[src/rtl/core/nhe_pkg.sv]
// Shared types and constants for the NAND Hamming ECC block.
package nhe_pkg;

    localparam int NHE_OFFSET_BITS = 9;
    localparam int NHE_CHUNKS      = 4;
    localparam int NHE_WORD_W      = 16;
    localparam int NHE_IDX_W       = 2;

    localparam logic [7:0] MASK_C0_EVEN = 8'h55;
    localparam logic [7:0] MASK_C0_ODD  = 8'haa;
    localparam logic [7:0] MASK_C1_EVEN = 8'h33;
    localparam logic [7:0] MASK_C1_ODD  = 8'hcc;
    localparam logic [7:0] MASK_C2_EVEN = 8'h0f;
    localparam logic [7:0] MASK_C2_ODD  = 8'hf0;

    typedef enum logic [1:0] {
        SEL_EVEN_LO = 2'd0,
        SEL_EVEN_HI = 2'd1,
        SEL_ODD_LO  = 2'd2,
        SEL_ODD_HI  = 2'd3
    } t_ecc_sel;

    typedef struct packed {
        logic [NHE_WORD_W-1:0] even;
        logic [NHE_WORD_W-1:0] odd;
        logic [NHE_IDX_W-1:0]  idx;
    } t_ecc_word;

endpackage

[src/rtl/core/nand_hamming_ecc_512.sv]
// Top level of the NAND Hamming ECC generator over 512-byte chunks.
//
//   Channel  Direction  Handshake           Per beat
//   input    in         i_valid / o_stall   i_data_byte
//   output   out        o_valid / i_stall   o_ecc_byte, o_chunk_index, o_last
//
// One data byte is taken every cycle while o_stall is low; it is folded into the
// parity registers in the cycle it is accepted. The last byte of a chunk loads the
// result register, which then sends four ECC beats starting in the next cycle. Only a
// chunk's last byte can stall, and only while the result register still holds beats of
// the previous chunk, unless its final beat leaves in that same cycle.
// Synchronous reset clears the offset, chunk counter, accumulators and pending beats.
module nand_hamming_ecc_512
    #(
    parameter int OFFSET_BITS     = nhe_pkg::NHE_OFFSET_BITS,
    parameter int CHUNKS_PER_PAGE = nhe_pkg::NHE_CHUNKS
) (
    input  logic                          i_clk,
    input  logic                          i_rst_n,
    input  logic                          i_valid,
    output logic                          o_stall,
    input  logic [7:0]                    i_data_byte,
    output logic                          o_valid,
    input  logic                          i_stall,
    output logic [7:0]                    o_ecc_byte,
    output logic [nhe_pkg::NHE_IDX_W-1:0] o_chunk_index,
    output logic                          o_last
);
    import nhe_pkg::*;

    logic      chunk_end;
    logic      load;
    logic      free;
    logic      fire;
    t_ecc_word word;

    assign o_stall = chunk_end && !free;
    assign fire    = i_valid && !o_stall;

    nhe_accum #(
        .OFFSET_BITS     (OFFSET_BITS),
        .CHUNKS_PER_PAGE (CHUNKS_PER_PAGE)
    ) u_accum (
        .i_clk       (i_clk),
        .i_rst_n     (i_rst_n),
        .i_fire      (fire),
        .i_data_byte (i_data_byte),
        .o_chunk_end (chunk_end),
        .o_load      (load),
        .o_word      (word)
    );

    nhe_out u_out (
        .i_clk         (i_clk),
        .i_rst_n       (i_rst_n),
        .i_load        (load),
        .i_word        (word),
        .o_free        (free),
        .o_valid       (o_valid),
        .i_stall       (i_stall),
        .o_ecc_byte    (o_ecc_byte),
        .o_chunk_index (o_chunk_index),
        .o_last        (o_last)
    );

endmodule

[src/rtl/core/nhe_accum.sv]
// Line and column parity accumulation over one chunk and packing of the ECC words.
module nhe_accum #(
    parameter int OFFSET_BITS     = nhe_pkg::NHE_OFFSET_BITS,
    parameter int CHUNKS_PER_PAGE = nhe_pkg::NHE_CHUNKS
) (
    input  logic                i_clk,
    input  logic                i_rst_n,
    input  logic                i_fire,
    input  logic [7:0]          i_data_byte,
    output logic                o_chunk_end,
    output logic                o_load,
    output nhe_pkg::t_ecc_word  o_word
);
    import nhe_pkg::*;

    localparam logic [NHE_IDX_W-1:0] CHUNK_LAST = NHE_IDX_W'(CHUNKS_PER_PAGE - 1);

    logic [7:0]             r_acc [OFFSET_BITS][2];
    logic [7:0]             n_acc [OFFSET_BITS][2];
    logic [OFFSET_BITS-1:0] r_offset;
    logic [NHE_IDX_W-1:0]   r_chunk;
    logic [7:0]             col;
    logic [NHE_WORD_W-1:0]  even;
    logic [NHE_WORD_W-1:0]  odd;

    assign o_chunk_end = &r_offset;

    always_comb begin
        for (int j = 0; j < OFFSET_BITS; j++) begin
            n_acc[j][0] = r_acc[j][0] ^ (r_offset[j] ? 8'h00 : i_data_byte);
            n_acc[j][1] = r_acc[j][1] ^ (r_offset[j] ? i_data_byte : 8'h00);
        end
        col  = n_acc[0][0] ^ n_acc[0][1];
        even = '0;
        odd  = '0;
        even[0] = ^(col & MASK_C0_EVEN);
        even[1] = ^(col & MASK_C1_EVEN);
        even[2] = ^(col & MASK_C2_EVEN);
        odd[0]  = ^(col & MASK_C0_ODD);
        odd[1]  = ^(col & MASK_C1_ODD);
        odd[2]  = ^(col & MASK_C2_ODD);
        for (int j = 0; j < OFFSET_BITS; j++) begin
            even[3+j] = ^n_acc[j][0];
            odd[3+j]  = ^n_acc[j][1];
        end
    end

    assign o_load      = i_fire && o_chunk_end;
    assign o_word.even = even;
    assign o_word.odd  = odd;
    assign o_word.idx  = r_chunk;

    always_ff @(posedge i_clk) begin
        if (!i_rst_n) begin
            r_offset <= '0;
            r_chunk  <= '0;
            for (int j = 0; j < OFFSET_BITS; j++) begin
                r_acc[j][0] <= 8'h00;
                r_acc[j][1] <= 8'h00;
            end
        end else if (i_fire) begin
            r_offset <= r_offset + 1'b1;
            if (o_chunk_end) begin
                r_chunk <= (r_chunk == CHUNK_LAST) ? '0 : r_chunk + 1'b1;
                for (int j = 0; j < OFFSET_BITS; j++) begin
                    r_acc[j][0] <= 8'h00;
                    r_acc[j][1] <= 8'h00;
                end
            end else begin
                r_acc <= n_acc;
            end
        end
    end

endmodule

[src/rtl/core/nhe_out.sv]
// Result register that holds one chunk's ECC words and sends them as four byte beats.
module nhe_out (
    input  logic                          i_clk,
    input  logic                          i_rst_n,
    input  logic                          i_load,
    input  nhe_pkg::t_ecc_word            i_word,
    output logic                          o_free,
    output logic                          o_valid,
    input  logic                          i_stall,
    output logic [7:0]                    o_ecc_byte,
    output logic [nhe_pkg::NHE_IDX_W-1:0] o_chunk_index,
    output logic                          o_last
);
    import nhe_pkg::*;

    t_ecc_word  r_word;
    t_ecc_sel   r_sel;
    logic [2:0] r_left;
    logic       out_fire;

    assign o_valid  = (r_left != 3'd0);
    assign out_fire = o_valid && !i_stall;
    assign o_free   = !o_valid || ((r_left == 3'd1) && out_fire);

    always_comb begin
        unique case (r_sel)
            SEL_EVEN_LO: o_ecc_byte = r_word.even[7:0];
            SEL_EVEN_HI: o_ecc_byte = r_word.even[15:8];
            SEL_ODD_LO:  o_ecc_byte = r_word.odd[7:0];
            SEL_ODD_HI:  o_ecc_byte = r_word.odd[15:8];
            default:     o_ecc_byte = 8'h00;
        endcase
    end

    assign o_chunk_index = r_word.idx;
    assign o_last        = (r_sel == SEL_ODD_HI);

    always_ff @(posedge i_clk) begin
        if (i_load) begin
            r_word <= i_word;
        end
    end

    always_ff @(posedge i_clk) begin
        if (!i_rst_n) begin
            r_left <= 3'd0;
            r_sel  <= SEL_EVEN_LO;
        end else if (i_load) begin
            r_left <= 3'd4;
            r_sel  <= SEL_EVEN_LO;
        end else if (out_fire) begin
            r_left <= r_left - 3'd1;
            r_sel  <= t_ecc_sel'(r_sel + 2'd1);
        end
    end

endmodule

[config.mk]
export PLATFORM = sky130hd
export DESIGN_NAME = nand_hamming_ecc_512
export DESIGN_NICKNAME = d
export VERILOG_FILES = /design/src/rtl/core/nhe_pkg.sv /design/src/rtl/core/nand_hamming_ecc_512.sv /design/src/rtl/core/nhe_accum.sv /design/src/rtl/core/nhe_out.sv
export SDC_FILE = /design/constraint.sdc
export NUM_CORES = 1
export LEC_CHECK = 0
export BUFFER_PORTS_ARGS = -buffer_cell sky130_fd_sc_hd__buf_2
export CORE_MARGIN = 2
export CORE_UTILIZATION = 67
export CTS_CLUSTER_SIZE = 30
export DETAILED_ROUTE_END_ITERATION = 6
export GPL_TIMING_DRIVEN = 0
export PLACE_DENSITY = 0.85
export RECOVER_POWER = 25
export SLEW_MARGIN = 20
export SYNTH_ARGS = -nofsm -noshare
export SYNTH_HDL_FRONTEND = slang
export SYNTH_SLANG_ARGS = --single-unit
export TNS_END_PERCENT = 100
[constraint.sdc]
create_clock -name i_clk -period 5.7 [get_ports i_clk]
set_input_delay 1.14 -clock i_clk [delete_from_list [all_inputs] [get_ports i_clk]]
set_output_delay 1.14 -clock i_clk [all_outputs]
set_load 0.02 [all_outputs]
# == Word level (Yosys, flattened, before mapping) ==
# Index checks and enable logic that the tools add are counted.
# classes
add_sub_neg,4
n_eq_ne,5
n_mux,23
bitwise_logic,20
n_reduce_logical,40
# ops
cell,n
$reduce_xor A8 Y1,24
$xor A8 B8 Y8,19
$mux W144,1
$mux W8,18
$pmux W8 S4,1
$reduce_and A10 Y1,1
$add A9 B1 Y9 const B,1
$reduce_and A9 Y1,1
$eq A2 B2 Y1 const B,3
$mux W3,2
$logic_and A1 B1 Y1,5
$add A2 B1 Y2 const B,2
$logic_not A1 Y1,4
$eq A3 B1 Y1 const B,1
$reduce_bool A3 Y1,1
$sub A3 B1 Y3 const B,1
$eq A2 B1 Y1 const B,1
$logic_not A2 Y1,1
$mux W2,1
$reduce_bool A2 Y1,1
$reduce_or A2 Y1,1
$logic_or A1 B1 Y1,1
$not A1 Y1,1
# totals
ff_bits,186
inputBits,12
output_inout_bits,13
elab_cells,118

# == Depth between registers and ports, before layout ==
# depth
depth_word,10
depth_mapped,12
depth_no_buf,9

# == By module ==
# Synthesis repeated with hierarchy kept, for this count alone.
# unflattened
hier_cells,1366
hier_area_um2,11182.0
# by_module_without_submodules
module,instances,cells_each,area_per_inst_um2,seq_area_each_um2
nhe_accum,1,1262,9582.9,3103.0
nhe_out,1,102,1576.5,1121.1
nand_hamming_ecc_512,1,2,22.5,0.0

# == Least setup slack after synthesis ==
# Ideal clock, no wire load.
# synth_path
kind,input-to-reg
start,input port i_stall
end,"register u_out.r_word (netlist bit u_out.o_chunk_index[0]), enable pin"
setup_time_ns,0.410
arrival_ns,2.880
required_time_ns,5.290
path_slack_ns,2.409
cell_stages,5
path_buffers,1
cell_sequence,nor2b_1 o21a_1 o21ai_1 buf_2 nor2_1
# synth_between
elab_chain_cells,9
# synth_lines
element,line_no,text
start: declaration,nand_hamming_ecc_512.sv:24,"input logic i_stall,"
$logic_not A1 Y1,nhe_out.sv:22,assign out_fire = o_valid && !i_stall;
$logic_and A1 B1 Y1,nhe_out.sv:22,
$logic_and A1 B1 Y1,nhe_out.sv:23,assign o_free = !o_valid || ((r_left == 3'd1) && out_fire);
$logic_or A1 B1 Y1,nhe_out.sv:23,
$logic_not A1 Y1,nand_hamming_ecc_512.sv:37,assign o_stall = chunk_end && !free;
$logic_and A1 B1 Y1,nand_hamming_ecc_512.sv:37,
$logic_not A1 Y1,nand_hamming_ecc_512.sv:38,assign fire = i_valid && !o_stall;
$logic_and A1 B1 Y1,nand_hamming_ecc_512.sv:38,
$logic_and A1 B1 Y1,nhe_accum.sv:48,assign o_load = i_fire && o_chunk_end;
named net load,nand_hamming_ecc_512.sv:32,logic load;
end signal: assignment,nhe_out.sv:40,r_word <= i_word;
end: declaration,nhe_out.sv:16,t_ecc_word r_word;
# The timed path passes the listed nets, and every way through them passes these cells.
# A chain may end at the register's enable or synchronous reset.

==> out/qor.txt <==
CTS root buf: clkbuf_16
XOR/XNOR Fraction of Synth Area: 17.2%
Setup TNS Final: 0 ns
Routed len/inst: 21.1 microns
Post-Syn Area per Cell: 8.05 sq um
Finished Cell Area: 0.0115 sq mm
Register area: 0.00398 sq mm
Die Y: 129 microns
CP max stage delay: 1.03 ns
Dominant cells by area after synthesis: dfxtp_1, xnor2_1, a21oi_1
IO Port Bufs: 15
Power density over cell area: 325 mW/mm^2
Dpl cell area: 0.0109 sq mm
Number of global-route vias before repair: 9647
Clock Latency Late Sink: 0.45 ns
Slew Limit Fails: 1
Rel. slew slack: -0.734%
Total CTS buffers: 17
Footprint of the multi-input gates: 0.00593 sq mm
Post-CTS Setup Repair Bufs: 0
Worst Path Required: 5.91 ns
Cell breakdown of the critical path: clkbuf_1, xnor2_1, xnor2_2, xnor3_1, clkbuf_1, nor2_4, xnor2_1
CTS tree: built
Synth Instances: 1308
Net count after synthesis: 1330
IO Pins: 25
Share of cells above drive strength 1: 5.24%
Crit-path max FO: 10
Synth Area in Adders: 1.19%
CTS Hold Bufs: 0
Final Hold Fails: 0
Number of synthesized flops with an enable pin: 26
N_diodes: 0
Sw Share: 32.2%
Die W: 129 microns
CTS Buffer Depth: 2
Detail-routed via count per cell: 6.56
Pre-CTS setup slack: 2.45 ns
Ys Warns: 0
HPWL after DPL: 22.8 mm
RSZ-0062 raised after global routing: no
Crit Path Class: in -> reg
Antenna violations before repair: 1
Post-layout minimum cycle time: 4.11 ns
Distinct cells, synth: 46
Sequential power share: 40.2%
Clock-pin slew on the worst setup and hold paths: 0.07 ns
Count of final setup violators: 0
Failing checks: capacitance limit, slew limit
Slew of the pin with the lowest slew margin: 1.47 ns
First drt pass iteration count: 7
Wirelength, routed: 33.1 mm
Max Cap Violations: 1
Arrival time worst endpoint: 4.33 ns
Worst hold path class: reg -> reg
Htree depth: 4
Fillers: 1158
#FFs+latches synth: 186
GP Congestion: 0.981
Power share of the clock group: 34.1%
# clock sinks: 186
Largest net degree at the start of global routing: 28
DRT iter0 DRCs: 1661
Combinational share of power: 25.7%
First-pass GRT wire length: 51.2 mm
Overflow left after global routing: 0
Starting Density: 69.0%
Slowest stage cell on the critical path: clkbuf_1
Largest area contributor in the synthesized netlist: dfxtp_1
Mux cell area share after synthesis: 0.666%
Synth Flop Type: dfxtp_1
Leakage: 3.82 nW
Die ar.: 0.0167 sq mm
Final Net Count: 1364
Power Internal: 2.52 mW
NetSw: 1.20 mW
Status: complete, but fails checks
Core area: 0.0153 sq mm
Clock Skew: 0.0131 ns
Post-synthesis compound-gate area fraction: 23.9%
Synth Area in Simple Gates: 13.4%
Rows: 45
Fmax: 0.243 GHz
Crit. End Element: flop
Post-synth ARST share: 0%
Crit start category: input port
Main combinational cell family by area after synthesis: compound AO/OA/AOI/OAI gates
Worst hold margin: 0.471 ns
Final worst setup slack: 1.59 ns
Post-CTS sizing: 0
Worst vdd ir: 0.244 mV
DRC Markers: 0
Register area share after synthesis: 37.9%
Area growth syn-to-layout: 8.96%
DRT antenna net count: 0
Design Power: 3.72 mW
Post-Synthesis Cell Area: 0.0105 sq mm
Total GRT Usage: 40.3%
Top cell type's share of synthesized area: 30.4%
Tcrit/Tclk final: 72.1%
Vias: 10300
[layer usage]
layer | global-route usage [%] | wire, microns | share of wire [%]
met3 | 10.4 | 4580 | 14
met2 | 61.0 | 14100 | 43
met4 | 23.6 | 1850 | 5.6
met5 | 0 | 13 | 0.039
met1 | 52.4 | 12500 | 38
[state kept, by name (all words and copies together) (netlist names)]
signal and cells:
u_out.o_chunk_index 2, u_out.r_left 3, u_accum.r_offset 9, u_out.r_word 24, u_accum.r_chunk 2, u_out.r_sel 2, u_accum.r_acc 144
[final timing paths]
kind / from / end / slack (ns) / cells past startpoint
min reg2reg: u_accum.r_chunk[1]$_SDFFE_PN0P_ / u_out.o_chunk_index[1]$_DFFE_PP_ / 0.47 / 0
max reg2reg: u_accum.r_offset[2]$_SDFFE_PN0N_ / u_accum.r_offset[1]$_SDFFE_PN0N_ / 2.14 / 11
max: i_data_byte[4] / u_out.r_word[26]$_DFFE_PP_ / 1.59 / 7
min: u_accum.r_chunk[1]$_SDFFE_PN0P_ / u_out.o_chunk_index[1]$_DFFE_PP_ / 0.47 / 0
[power groups by stage]
stage | registers [mW] | clock network (mW) | logic (mW)
final | 1.50 | 1.27 | 0.956
after global routing | 1.50 | 1.31 | 1.02
after CTS | 1.49 | 1.26 | 0.935
after detailed placement | 1.52 | 0 | 0.927
after global placement | 1.52 | 0 | 0.903
after floorplan | 1.51 | 0 | 0.691
[cell families (layout without fill, tap and decap cells)]
kind of cell | count (synthesis) | in the layout
AND/OR/NAND/NOR | 316 | 316
XOR/XNOR | 202 | 202
multiplexers | 7 | 7
flip-flops | 186 | 186
buffers and inverters | 150 | 197
AO/OA/AOI/OAI | 437 | 437
adder cells (fa/ha/maj) | 10 | 10
[stage by stage]
| stage | cells | util (%) |
|---|---|---|
| 6_report | 1566 | 75.2 |
| 5_1_grt | 1566 | 75.2 |
| 4_1_cts | 1566 | 75.4 |
| 3_5_place_dp | 1534 | 71.3 |
| 3_3_place_gp | 1534 | 71.2 |
| 2_1_floorplan | 1308 | - |
[area by class of cell]
cell class	instances	share of cell area [%]
Inverter	32	1.05
Sequential cell	186	34.7
Multi-Input combinational cell	972	51.7
Buffer	118	4.12
Clock inverter	11	1.12
Tap cell	211	2.30
Clock buffer	21	4.39
Timing Repair Buffer	15	0.600
[critical path: cells and delay by family]
| kind | cells | cell delay [ns] |
|---|---|---|
| simple gates | 1 | 0.01 |
| buf+inv | 2 | 1.65 |
| xor+xnor | 4 | 1.51 |
[cell usage after synthesis (2+ instances only)]
| cell | count |
|---|---|
| a211oi_1 | 2 |
| a21oi_1 | 166 |
| a222oi_1 | 4 |
| a22o_1 | 3 |
| a311oi_1 | 37 |
| a31oi_1 | 91 |
| and2_1 | 5 |
| buf_1 | 12 |
| buf_2 | 14 |
| buf_4 | 5 |
| clkbuf_1 | 86 |
| clkinv_1 | 4 |
| dfxtp_1 | 160 |
| edfxtp_1 | 26 |
| ha_1 | 10 |
| inv_1 | 27 |
| mux2i_1 | 7 |
| nand2_1 | 114 |
| nand3_1 | 4 |
| nand4_1 | 5 |
| nand4b_1 | 4 |
| nor2_1 | 140 |
| nor2_4 | 10 |
| nor2b_1 | 5 |
| nor3_1 | 3 |
| o21a_1 | 2 |
| o21ai_0 | 123 |
| o2bb2ai_1 | 2 |
| o31ai_1 | 2 |
| or3_1 | 10 |
| or4_1 | 13 |
| xnor2_1 | 185 |
| xnor2_2 | 2 |
| xor2_1 | 13 |
[layout by cell type, fill, tap and decap left out, types with 5 or more instances in the layout]
cell / netlist / layout
and2_1: 5 / 5
clkbuf_1: 86 / 96
inv_1: 27 / 27
ha_1: 10 / 10
buf_1: 12 / 11
nand2_1: 114 / 114
xor2_1: 13 / 13
edfxtp_1: 26 / 26
clkbuf_16: 0 / 19
o21ai_0: 123 / 124
or4_1: 13 / 13
a31oi_1: 91 / 91
nor2_4: 10 / 11
nand4_1: 5 / 5
nor2_1: 140 / 139
buf_2: 14 / 22
dfxtp_1: 160 / 160
nor2b_1: 5 / 5
or3_1: 10 / 10
a21oi_1: 166 / 166
mux2i_1: 7 / 7
a311oi_1: 37 / 37
xnor2_1: 185 / 186
No activity file was read; power rests on OpenSTA's default activity.
